### config.mk
export PLATFORM = sky130hd
export DESIGN_NAME = base64_encoder_line_wrap_flat
export DESIGN_NICKNAME = d
export VERILOG_FILES = /design/src/rtl/b64w_pkg.sv /design/src/rtl/b64w_in_if.sv /design/src/rtl/b64w_out_if.sv /design/src/rtl/b64w_cfg_if.sv /design/src/rtl/b64w_front.sv /design/src/rtl/b64w_queue.sv /design/src/rtl/b64w_back.sv /design/src/rtl/base64_encoder_line_wrap.sv /design/src/flat_wrapper.sv
export SDC_FILE = /design/constraint.sdc
export NUM_CORES = 1
export LEC_CHECK = 0
export BUFFER_PORTS_ARGS = -buffer_cell sky130_fd_sc_hd__buf_2
export CAP_MARGIN = 20
export CORE_MARGIN = 3
export CORE_UTILIZATION = 50
export DETAILED_ROUTE_END_ITERATION = 16
export GPL_TIMING_DRIVEN = 0
export PLACE_DENSITY_LB_ADDON = 0.05
export SLEW_MARGIN = 30
export SYNTH_ARGS = -nofsm -noshare
export SYNTH_HDL_FRONTEND = slang
export SYNTH_HIERARCHICAL = 1
export SYNTH_SLANG_ARGS = --single-unit
### constraint.sdc
create_clock -name clk -period 3.1 [get_ports clk]
set_input_delay 0.155 -clock clk [delete_from_list [all_inputs] [get_ports clk]]
set_output_delay 0.155 -clock clk [all_outputs]
set_load 0.01 [all_outputs]
### src/rtl/b64w_pkg.sv
// Package: shared types, constants and the base64 alphabet for the line-wrapping encoder.
`default_nettype none
package b64w_pkg;

	localparam int unsigned Q_DEPTH = 2;

	localparam logic [7:0] WRAP_LENGTH_RST = 8'd72;
	localparam logic       WRAP_ENABLE_RST = 1'b1;

	localparam logic [7:0] NEWLINE_CHAR = 8'h0A;
	localparam logic [7:0] PAD_CHAR     = 8'h3D;
	localparam logic [7:0] LINE_STEP    = 8'd4;
	localparam logic [7:0] LINE_MAX     = 8'hFF;

	localparam logic [1:0] CFG_WRAP_LENGTH = 2'd0;
	localparam logic [1:0] CFG_WRAP_ENABLE = 2'd1;

	// one group of output characters, as handed from front to back
	typedef struct packed {
		logic [23:0] bits;     // three bytes, oldest in the top, missing bytes zero
		logic [1:0]  npad;     // trailing '=' count
		logic        nl;       // newline after the group
		logic        last;     // group closes the message
	} grp_t;

	typedef struct packed {
		logic full;
		logic empty;
	} q_stat_t;

	function automatic logic [7:0] b64_char(input logic [5:0] v);
		logic [7:0] c;
		if (v < 6'd26) begin
			c = 8'(8'h41 + {2'b00, v});
		end else if (v < 6'd52) begin
			c = 8'(8'h61 + {2'b00, v} - 8'd26);
		end else if (v < 6'd62) begin
			c = 8'(8'h30 + {2'b00, v} - 8'd52);
		end else if (v == 6'd62) begin
			c = 8'h2B;
		end else begin
			c = 8'h2F;
		end
		return c;
	endfunction

endpackage
`default_nettype wire

### src/rtl/b64w_in_if.sv
// Interface: raw byte request channel.
`default_nettype none
interface b64w_in_if;
	logic       valid;
	logic       ready;
	logic [7:0] in_byte;
	logic       is_last;
	modport source(output valid, in_byte, is_last, input ready);
	modport sink(input valid, in_byte, is_last, output ready);
endinterface
`default_nettype wire

### src/rtl/b64w_out_if.sv
// Interface: encoded character request channel.
`default_nettype none
interface b64w_out_if;
	logic       valid;
	logic       ready;
	logic [7:0] out_char;
	logic       out_last;
	modport source(output valid, out_char, out_last, input ready);
	modport sink(input valid, out_char, out_last, output ready);
endinterface
`default_nettype wire

### src/rtl/b64w_cfg_if.sv
// Interface: configuration write channel.
`default_nettype none
interface b64w_cfg_if;
	logic       valid;
	logic       ready;
	logic [1:0] index;
	logic [7:0] data;
	modport source(output valid, index, data, input ready);
	modport sink(input valid, index, data, output ready);
endinterface
`default_nettype wire

### src/rtl/b64w_front.sv
// Front end: gathers bytes into groups, tracks line length, emits group records.
`default_nettype none
module b64w_front
	import b64w_pkg::*;
(
	input  wire logic    clk,
	input  wire logic    arst_n,
	b64w_in_if.sink      byte_stream,
	b64w_cfg_if.sink     cfg,
	input  wire q_stat_t q_stat,
	output logic         push,
	output grp_t         push_grp
);

	logic [15:0] held_q;
	logic [1:0]  fill_q;
	logic [7:0]  line_q;
	logic [7:0]  wrap_len_q;
	logic        wrap_en_q;

	logic        accept;
	logic [8:0]  line_sum;
	logic [7:0]  line_new;

	assign cfg.ready         = 1'b1;
	assign byte_stream.ready = !q_stat.full;
	assign accept            = byte_stream.valid && byte_stream.ready;

	assign line_sum = {1'b0, line_q} + {1'b0, LINE_STEP};
	assign line_new = line_sum[8] ? LINE_MAX : line_sum[7:0];

	always_comb begin
		push_grp = '0;
		push     = accept && (fill_q == 2'd2 || byte_stream.is_last);
		unique case (fill_q)
			2'd2: begin
				push_grp.bits = {held_q, byte_stream.in_byte};
				push_grp.npad = 2'd0;
			end
			2'd1: begin
				push_grp.bits = {held_q[7:0], byte_stream.in_byte, 8'd0};
				push_grp.npad = 2'd1;
			end
			default: begin
				push_grp.bits = {byte_stream.in_byte, 16'd0};
				push_grp.npad = 2'd2;
			end
		endcase
		// with wrapping enabled a closing group always ends its line; otherwise wrap on length
		push_grp.nl   = wrap_en_q && (byte_stream.is_last || line_new >= wrap_len_q);
		push_grp.last = byte_stream.is_last;
	end

	always_ff @(posedge clk or negedge arst_n) begin
		if (!arst_n) begin
			held_q     <= '0;
			fill_q     <= '0;
			line_q     <= '0;
			wrap_len_q <= WRAP_LENGTH_RST;
			wrap_en_q  <= WRAP_ENABLE_RST;
		end else begin
			if (cfg.valid) begin
				if (cfg.index == CFG_WRAP_LENGTH) begin
					wrap_len_q <= cfg.data;
				end
				if (cfg.index == CFG_WRAP_ENABLE) begin
					wrap_en_q <= cfg.data[0];
				end
			end
			if (accept) begin
				if (push) begin
					held_q <= '0;
					fill_q <= '0;
					line_q <= (push_grp.last || push_grp.nl) ? 8'd0 : line_new;
				end else begin
					held_q <= {held_q[7:0], byte_stream.in_byte};
					fill_q <= 2'(fill_q + 2'd1);
				end
			end
		end
	end

endmodule
`default_nettype wire

### src/rtl/b64w_queue.sv
// Short FIFO of group records between front and back.
`default_nettype none
module b64w_queue
	import b64w_pkg::*;
#(
	parameter int unsigned DEPTH = Q_DEPTH
) (
	input  wire logic clk,
	input  wire logic arst_n,
	input  wire logic push,
	input  wire grp_t push_grp,
	input  wire logic pop,
	output grp_t      head,
	output q_stat_t   q_stat
);

	localparam int unsigned PW = (DEPTH > 1) ? $clog2(DEPTH) : 1;
	localparam int unsigned CW = $clog2(DEPTH + 1);

	grp_t          slot_q [DEPTH];
	logic [PW-1:0] wr_q;
	logic [PW-1:0] rd_q;
	logic [CW-1:0] cnt_q;

	assign head         = slot_q[rd_q];
	assign q_stat.full  = (cnt_q == CW'(DEPTH));
	assign q_stat.empty = (cnt_q == '0);

	function automatic logic [PW-1:0] nxt(input logic [PW-1:0] p);
		return (p == PW'(DEPTH - 1)) ? '0 : PW'(p + 1'b1);
	endfunction

	always_ff @(posedge clk) begin
		if (push) begin
			slot_q[wr_q] <= push_grp;
		end
	end

	always_ff @(posedge clk or negedge arst_n) begin
		if (!arst_n) begin
			wr_q  <= '0;
			rd_q  <= '0;
			cnt_q <= '0;
		end else begin
			if (push) begin
				wr_q <= nxt(wr_q);
			end
			if (pop) begin
				rd_q <= nxt(rd_q);
			end
			if (push && !pop) begin
				cnt_q <= CW'(cnt_q + 1'b1);
			end else if (pop && !push) begin
				cnt_q <= CW'(cnt_q - 1'b1);
			end
		end
	end

endmodule
`default_nettype wire

### src/rtl/b64w_back.sv
// Back end: serializes one group record into characters through an output register.
`default_nettype none
module b64w_back
	import b64w_pkg::*;
(
	input  wire logic    clk,
	input  wire logic    arst_n,
	input  wire grp_t    head,
	input  wire q_stat_t q_stat,
	output logic         pop,
	b64w_out_if.source   char_stream
);

	logic       valid_q;
	logic [7:0] char_q;
	logic       last_q;
	logic [2:0] k_q;

	logic       advance;
	logic       load;
	logic       final_char;
	logic [5:0] sextet;
	logic [7:0] char_d;

	assign char_stream.valid    = valid_q;
	assign char_stream.out_char = char_q;
	assign char_stream.out_last = last_q;

	assign advance    = !valid_q || char_stream.ready;
	assign load       = advance && !q_stat.empty;
	assign final_char = head.nl ? (k_q == 3'd4) : (k_q == 3'd3);
	assign pop        = load && final_char;

	always_comb begin
		unique case (k_q)
			3'd0:    sextet = head.bits[23:18];
			3'd1:    sextet = head.bits[17:12];
			3'd2:    sextet = head.bits[11:6];
			default: sextet = head.bits[5:0];
		endcase
		if (k_q == 3'd4) begin
			char_d = NEWLINE_CHAR;
		end else if ((k_q == 3'd3 && head.npad != 2'd0) ||
				(k_q == 3'd2 && head.npad == 2'd2)) begin
			char_d = PAD_CHAR;
		end else begin
			char_d = b64_char(sextet);
		end
	end

	always_ff @(posedge clk) begin
		if (load) begin
			char_q <= char_d;
			last_q <= head.last && final_char;
		end
	end

	always_ff @(posedge clk or negedge arst_n) begin
		if (!arst_n) begin
			valid_q <= 1'b0;
			k_q     <= '0;
		end else if (advance) begin
			valid_q <= !q_stat.empty;
			if (load) begin
				k_q <= final_char ? 3'd0 : 3'(k_q + 3'd1);
			end
		end
	end

endmodule
`default_nettype wire

### src/rtl/base64_encoder_line_wrap.sv
// Top level of the streaming base64 encoder with line wrapping.
// Raw bytes enter on byte_stream, one per request, with is_last marking the final byte
// of a message. Every third byte, and the last byte, closes a group that leaves on
// char_stream as four base64 characters ('=' padded for a short final group), then a
// newline when the line reaches wrap_length or the message ends (suppressed entirely
// when wrap_enable is 0). out_last flags the message's final character. Characters
// leave at one per cycle while the receiver is ready and a group record is waiting,
// from the back end's output register; a closed group passes through the queue and
// then that register before its first character appears. The front end keeps the
// partial group and line count and writes group records into a QUEUE_DEPTH-entry
// queue; byte requests stall only while that queue is full.
// Configuration (register 0: wrap_length, register 1: wrap_enable) is always ready and
// should be written between messages.
`default_nettype none
module base64_encoder_line_wrap
	import b64w_pkg::*;
#(
	parameter int unsigned QUEUE_DEPTH = Q_DEPTH
) (
	input  wire logic  clk,
	input  wire logic  arst_n,
	b64w_in_if.sink    byte_stream,
	b64w_out_if.source char_stream,
	b64w_cfg_if.sink   cfg
);

	// front -> queue
	logic    push;
	grp_t    push_grp;
	// queue -> back
	grp_t    head;
	logic    pop;
	q_stat_t q_stat;

	b64w_front u_front (
		.clk         (clk),
		.arst_n      (arst_n),
		.byte_stream (byte_stream),
		.cfg         (cfg),
		.q_stat      (q_stat),
		.push        (push),
		.push_grp    (push_grp)
	);

	b64w_queue #(
		.DEPTH (QUEUE_DEPTH)
	) u_queue (
		.clk      (clk),
		.arst_n   (arst_n),
		.push     (push),
		.push_grp (push_grp),
		.pop      (pop),
		.head     (head),
		.q_stat   (q_stat)
	);

	b64w_back u_back (
		.clk         (clk),
		.arst_n      (arst_n),
		.head        (head),
		.q_stat      (q_stat),
		.pop         (pop),
		.char_stream (char_stream)
	);

endmodule
`default_nettype wire

### src/flat_wrapper.sv
// flat-port wrapper written by rule: the top's interface ports become plain ports
module base64_encoder_line_wrap_flat import b64w_pkg::*;
#(
	parameter int unsigned QUEUE_DEPTH = Q_DEPTH
)
  (clk, arst_n, byte_stream_valid, byte_stream_in_byte, byte_stream_is_last, byte_stream_ready, char_stream_valid, char_stream_out_char, char_stream_out_last, char_stream_ready, cfg_valid, cfg_index, cfg_data, cfg_ready);
  b64w_in_if byte_stream_i ();
  b64w_out_if char_stream_i ();
  b64w_cfg_if cfg_i ();
  input  wire logic clk;
  input  wire logic arst_n;
  input wire logic [$bits(byte_stream_i.valid)-1:0] byte_stream_valid;
  input wire logic [$bits(byte_stream_i.in_byte)-1:0] byte_stream_in_byte;
  input wire logic [$bits(byte_stream_i.is_last)-1:0] byte_stream_is_last;
  output wire logic [$bits(byte_stream_i.ready)-1:0] byte_stream_ready;
  output wire logic [$bits(char_stream_i.valid)-1:0] char_stream_valid;
  output wire logic [$bits(char_stream_i.out_char)-1:0] char_stream_out_char;
  output wire logic [$bits(char_stream_i.out_last)-1:0] char_stream_out_last;
  input wire logic [$bits(char_stream_i.ready)-1:0] char_stream_ready;
  input wire logic [$bits(cfg_i.valid)-1:0] cfg_valid;
  input wire logic [$bits(cfg_i.index)-1:0] cfg_index;
  input wire logic [$bits(cfg_i.data)-1:0] cfg_data;
  output wire logic [$bits(cfg_i.ready)-1:0] cfg_ready;
  assign byte_stream_i.valid = byte_stream_valid;
  assign byte_stream_i.in_byte = byte_stream_in_byte;
  assign byte_stream_i.is_last = byte_stream_is_last;
  assign byte_stream_ready = byte_stream_i.ready;
  assign char_stream_valid = char_stream_i.valid;
  assign char_stream_out_char = char_stream_i.out_char;
  assign char_stream_out_last = char_stream_i.out_last;
  assign char_stream_i.ready = char_stream_ready;
  assign cfg_i.valid = cfg_valid;
  assign cfg_i.index = cfg_index;
  assign cfg_i.data = cfg_data;
  assign cfg_ready = cfg_i.ready;
  base64_encoder_line_wrap #(.QUEUE_DEPTH(QUEUE_DEPTH)) u_core (.clk(clk), .arst_n(arst_n), .byte_stream(byte_stream_i), .char_stream(char_stream_i), .cfg(cfg_i));
endmodule
==> qor.yml <==
outcome: "complete, no violations"
total_power_w: 0.00712
dp.final_hpwl_um: 8710
worst-endpoint-arrival_ns: 3.15
dpl_worst_slack_ns: -0.834
global_route_wire_length_before_repair_um: 20000
global_route.overflow_total: 0
grt_max_degree: 44
fin_crit_ns: 3.05
maxCapViolCount: 0
netlist.area_leader.share_pct: 34.9
post_drt_wl_per_cell_um: 18.3
mappedNetlistArea_um2: 5590
timing.critical_path.buf_inv: 3
route.detailed.vias_per_inst: 5.93
leakage_nw: 2.67
fin_crit_sh_pct: 98.3
worst-endpoint-required_ns: 3.20
setup_tns_ns: 0
drc: 0
cts_sinks: 108
fmax_ghz: 0.328
synth_flop_cell: "sky130_fd_sc_hd__edfxtp_1"
crit_path_top_delay_cell: "sky130_fd_sc_hd__dfrtp_1"
route.final.wire_length_um: 12300
via_count: 3991
synth.cells.most_frequent: "sky130_fd_sc_hd__edfxtp_1 (65), sky130_fd_sc_hd__dfrtp_1 (40), sky130_fd_sc_hd__nand2_1 (27), sky130_fd_sc_hd__o21ai_0 (27), sky130_fd_sc_hd__inv_1 (24)"
max_slew_margin_pct: 52.1
syn-instance-count: 456
die-area_um2: 12500
synth_sequential_area_ratio_pct: 54.3
finalSetupViolations: 0
pwr_density_cell_nw_per_um2: 1090
cts_max_path_buffers: 2
worst_setup_path_start_kind: "register"
cts_max_level: 3
insertion_delay_ns: 0.36
worst-path-max-fanout: 8
mappedNetlistNets: 501
peakVddDrop_mv: 0.750
rsz_0062_raised_after_global_routing: "yes"
io_buffer_count: 34
most_area_consuming_cells_after_synthesis: "sky130_fd_sc_hd__edfxtp_1 (35%), sky130_fd_sc_hd__dfrtp_1 (18%), sky130_fd_sc_hd__ha_1 (4.7%)"
crit_family: "compound AO/OA/AOI/OAI gates"
synth.ff_latch_count: 108
critPathCaptureType: "register"
gr-usage-all-layers_pct: 20.1
tritoncts: "done"
final_layout_size_suffix_gt1_share_pct: 29.2
design.portCount: 36
area_delta_synth_final_pct: 17.1
syn_avg_cell_area_um2: 12.3
synth_edf_count: 65
via_count_of_the_first_global_routing_pass: 3958
timing.final.ws_setup_ns: 0.0538
ant_nets: 0
postSynth.asyncResetShare_pct: 39.8
antenna_found_initial: 0
antenna_cells: 0
synth-warning-count: 6
drt_first_iter_violations: 210
synth.lib_cells_used.distinct: 71
worst_hold_path_type: "in -> reg"
finalClockSkew_ns: 0.0160
worst-slew-pin-transition_ns: 0.719
report.final.hold_viol_count: 0
cpPeakStageDelay_ns: 0.40
final_stage_net_count: 577
clock_tree.root_cell: "sky130_fd_sc_hd__clkbuf_8"
std_cell_rows: 37
synth_area_leader_cell: "sky130_fd_sc_hd__edfxtp_1"
die-width_um: 112
floorplan.initialDensity_pct: 52.7
die_height_um: 112
final_area_um2: 6550
clkSlewWorstSetupHoldPaths_ns: 0.10
worstPathCellList: "buf_6 -> buf_12 -> mux2_4 -> a222oi_1 -> buf_4 -> nand3_4 -> and2_4 -> ha_4 -> a311oi_4 -> o21bai_2 -> a2111oi_2 -> a211oi_1"
place_congestion: 0.925
cts_made_buffers: 9
worstSetupPathType: "reg -> reg"
filler_cells_inserted: 866
design.core.area_um2: 10600
yosysMostFrequentCell: "sky130_fd_sc_hd__edfxtp_1"
first_pass_iters: 4
detailed_place.area_um2: 5990
finalMaxSlewViolations: 0
final timing paths:
kind                                                     start                                                  end  slack (ns)  cells past startpoint
max                            u_core/u_queue/rd_q$_DFFE_PN0P_  u_core/u_back/char_stream.out_char[4]$_SDFFCE_PP0P_        0.05                     12
min                                                cfg_data[0]             u_core/u_front/wrap_len_q[0]$_DFFE_PN0P_        0.03                      2
max reg2reg                    u_core/u_queue/rd_q$_DFFE_PN0P_  u_core/u_back/char_stream.out_char[4]$_SDFFCE_PP0P_        0.05                     12
min reg2reg                u_core/u_queue/cnt_q[1]$_DFFE_PN0P_                  u_core/u_queue/cnt_q[1]$_DFFE_PN0P_        0.50                      1
max in group asynchronous                               arst_n                 u_core/u_front/wrap_en_q$_DFFE_PN1P_        2.41                      2
min in group asynchronous                               arst_n             u_core/u_front/wrap_len_q[5]$_DFFE_PN0P_        0.32                      2
placed cells by master, fill, tap and decap left out, types with 3 or more instances in the layout:
master / count
sky130_fd_sc_hd__nand4_1: 4
sky130_fd_sc_hd__dfstp_2: 3
sky130_fd_sc_hd__clkinv_2: 3
sky130_fd_sc_hd__buf_12: 3
sky130_fd_sc_hd__nor2_1: 19
sky130_fd_sc_hd__edfxtp_1: 65
sky130_fd_sc_hd__buf_2: 39
sky130_fd_sc_hd__buf_4: 27
sky130_fd_sc_hd__a22oi_1: 18
sky130_fd_sc_hd__xnor2_1: 5
sky130_fd_sc_hd__ha_1: 19
sky130_fd_sc_hd__nand2b_1: 5
sky130_fd_sc_hd__a21oi_1: 8
sky130_fd_sc_hd__nor2b_1: 3
sky130_fd_sc_hd__and3_1: 3
sky130_fd_sc_hd__nand3_1: 4
sky130_fd_sc_hd__clkbuf_1: 8
sky130_fd_sc_hd__a22o_1: 18
sky130_fd_sc_hd__a211oi_2: 3
sky130_fd_sc_hd__mux2_2: 22
sky130_fd_sc_hd__dlygate4sd3_1: 8
sky130_fd_sc_hd__nand2_1: 26
sky130_fd_sc_hd__mux2_4: 10
sky130_fd_sc_hd__buf_6: 4
sky130_fd_sc_hd__a31oi_1: 3
sky130_fd_sc_hd__a21o_1: 3
sky130_fd_sc_hd__inv_1: 24
sky130_fd_sc_hd__and2_1: 10
sky130_fd_sc_hd__nor3_1: 7
sky130_fd_sc_hd__a222oi_1: 4
sky130_fd_sc_hd__xor2_1: 5
sky130_fd_sc_hd__nand3b_1: 3
sky130_fd_sc_hd__o21ai_0: 27
sky130_fd_sc_hd__a32o_1: 8
sky130_fd_sc_hd__or3_1: 3
sky130_fd_sc_hd__dfrtp_1: 40
sky130_fd_sc_hd__clkbuf_8: 11
power breakdown:
| part | internal [W] | switching, W | leakage [nW] |
|---|---|---|---|
| Combinational | 0.00188 | 0.00222 | 1.41 |
| Sequential | 0.00205 | 0.000182 | 1.16 |
| Clock | 0.000335 | 0.000453 | 0.0961 |
layer usage:
layer / share of wire (%) / track usage (%) / wire length [um]
met1: 45 / 26.8 / 5540
met2: 50 / 34.2 / 6110
met3: 4.0 / 3.15 / 494
met4: 1.5 / 5.43 / 191
met5: 0 / 0 / 0
cell type report:
class	count	area (um2)	area share [%]
flip-flops and latches	108	3030	46.3
multi-input cells	300	2440	37.2
repair buffers	66	478	7.30
well taps	136	170	2.60
plain buffers	23	159	2.43
clock buffers	12	155	2.37
inverters	24	90.1	1.38
clock inverters	4	23.8	0.363
per-stage QoR:
| step | utilization [%] | hold WS, ns | std cells |
|---|---|---|---|
| after floorplan | - | -0.141 | 456 |
| after detailed placement | 56.5 | 0.358 | 627 |
| after CTS | 60.4 | 0.0130 | 663 |
| after global placement | 56.2 | 0.347 | 626 |
| after global routing | 61.7 | 0.0117 | 673 |
| final | 61.7 | 0.0316 | 673 |
flip-flops by register name, summed over array words and instances (netlist names):
signal                              count
u_core/u_back/char_stream.out_char      8
u_core/u_front/wrap_len_q               8
u_core/u_back/char_stream.out_last      1
u_core/u_queue/wr_q                     1
u_core/u_back/k_q                       3
u_core/u_front/held_q                  16
u_core/u_front/line_q                   8
u_core/u_queue/cnt_q                    2
u_core/u_queue/rd_q                     1
u_core/u_front/fill_q                   2
u_core/u_back/char_stream.valid         1
u_core/u_front/wrap_en_q                1
u_core/u_queue/slot_q                  56
worst reg2reg max path, cell delays in order (launching register included):
cell,delay [ns]
sky130_fd_sc_hd__dfrtp_1,0.40
sky130_fd_sc_hd__buf_6,0.14
sky130_fd_sc_hd__buf_12,0.13
sky130_fd_sc_hd__mux2_4,0.29
sky130_fd_sc_hd__a222oi_1,0.31
sky130_fd_sc_hd__buf_4,0.20
sky130_fd_sc_hd__nand3_4,0.08
sky130_fd_sc_hd__and2_4,0.22
sky130_fd_sc_hd__ha_4,0.17
sky130_fd_sc_hd__a311oi_4,0.26
sky130_fd_sc_hd__o21bai_2,0.13
sky130_fd_sc_hd__a2111oi_2,0.38
sky130_fd_sc_hd__a211oi_1,0.09
kinds of logic (layout without fill, tap and decap cells):
kind of cell	count (synthesis)	count (layout)	synth area share, %
flip-flops	108	108	54.3
adder cells (fa/ha/maj)	21	21	4.70
AO/OA/AOI/OAI	126	126	17.0
multiplexers	34	34	7.50
buffers and inverters	48	129	4.39
XOR/XNOR	10	10	1.57
other	2	2	0.134
AND/OR/NAND/NOR	107	107	10.5
repair_timing:
| action | in CTS | in global routing |
|---|---|---|
| endpoints found under the hold margin | 47 | 0 |
| pin swaps | 8 | 13 |
| hold buffers | 8 | 0 |
| buffers inserted | 12 | 11 |
| setup endpoints to repair | 7 | 5 |
| gates cloned | 0 | 0 |
| resized for setup | 8 | 14 |
Power figures use the tool's default switching activity.
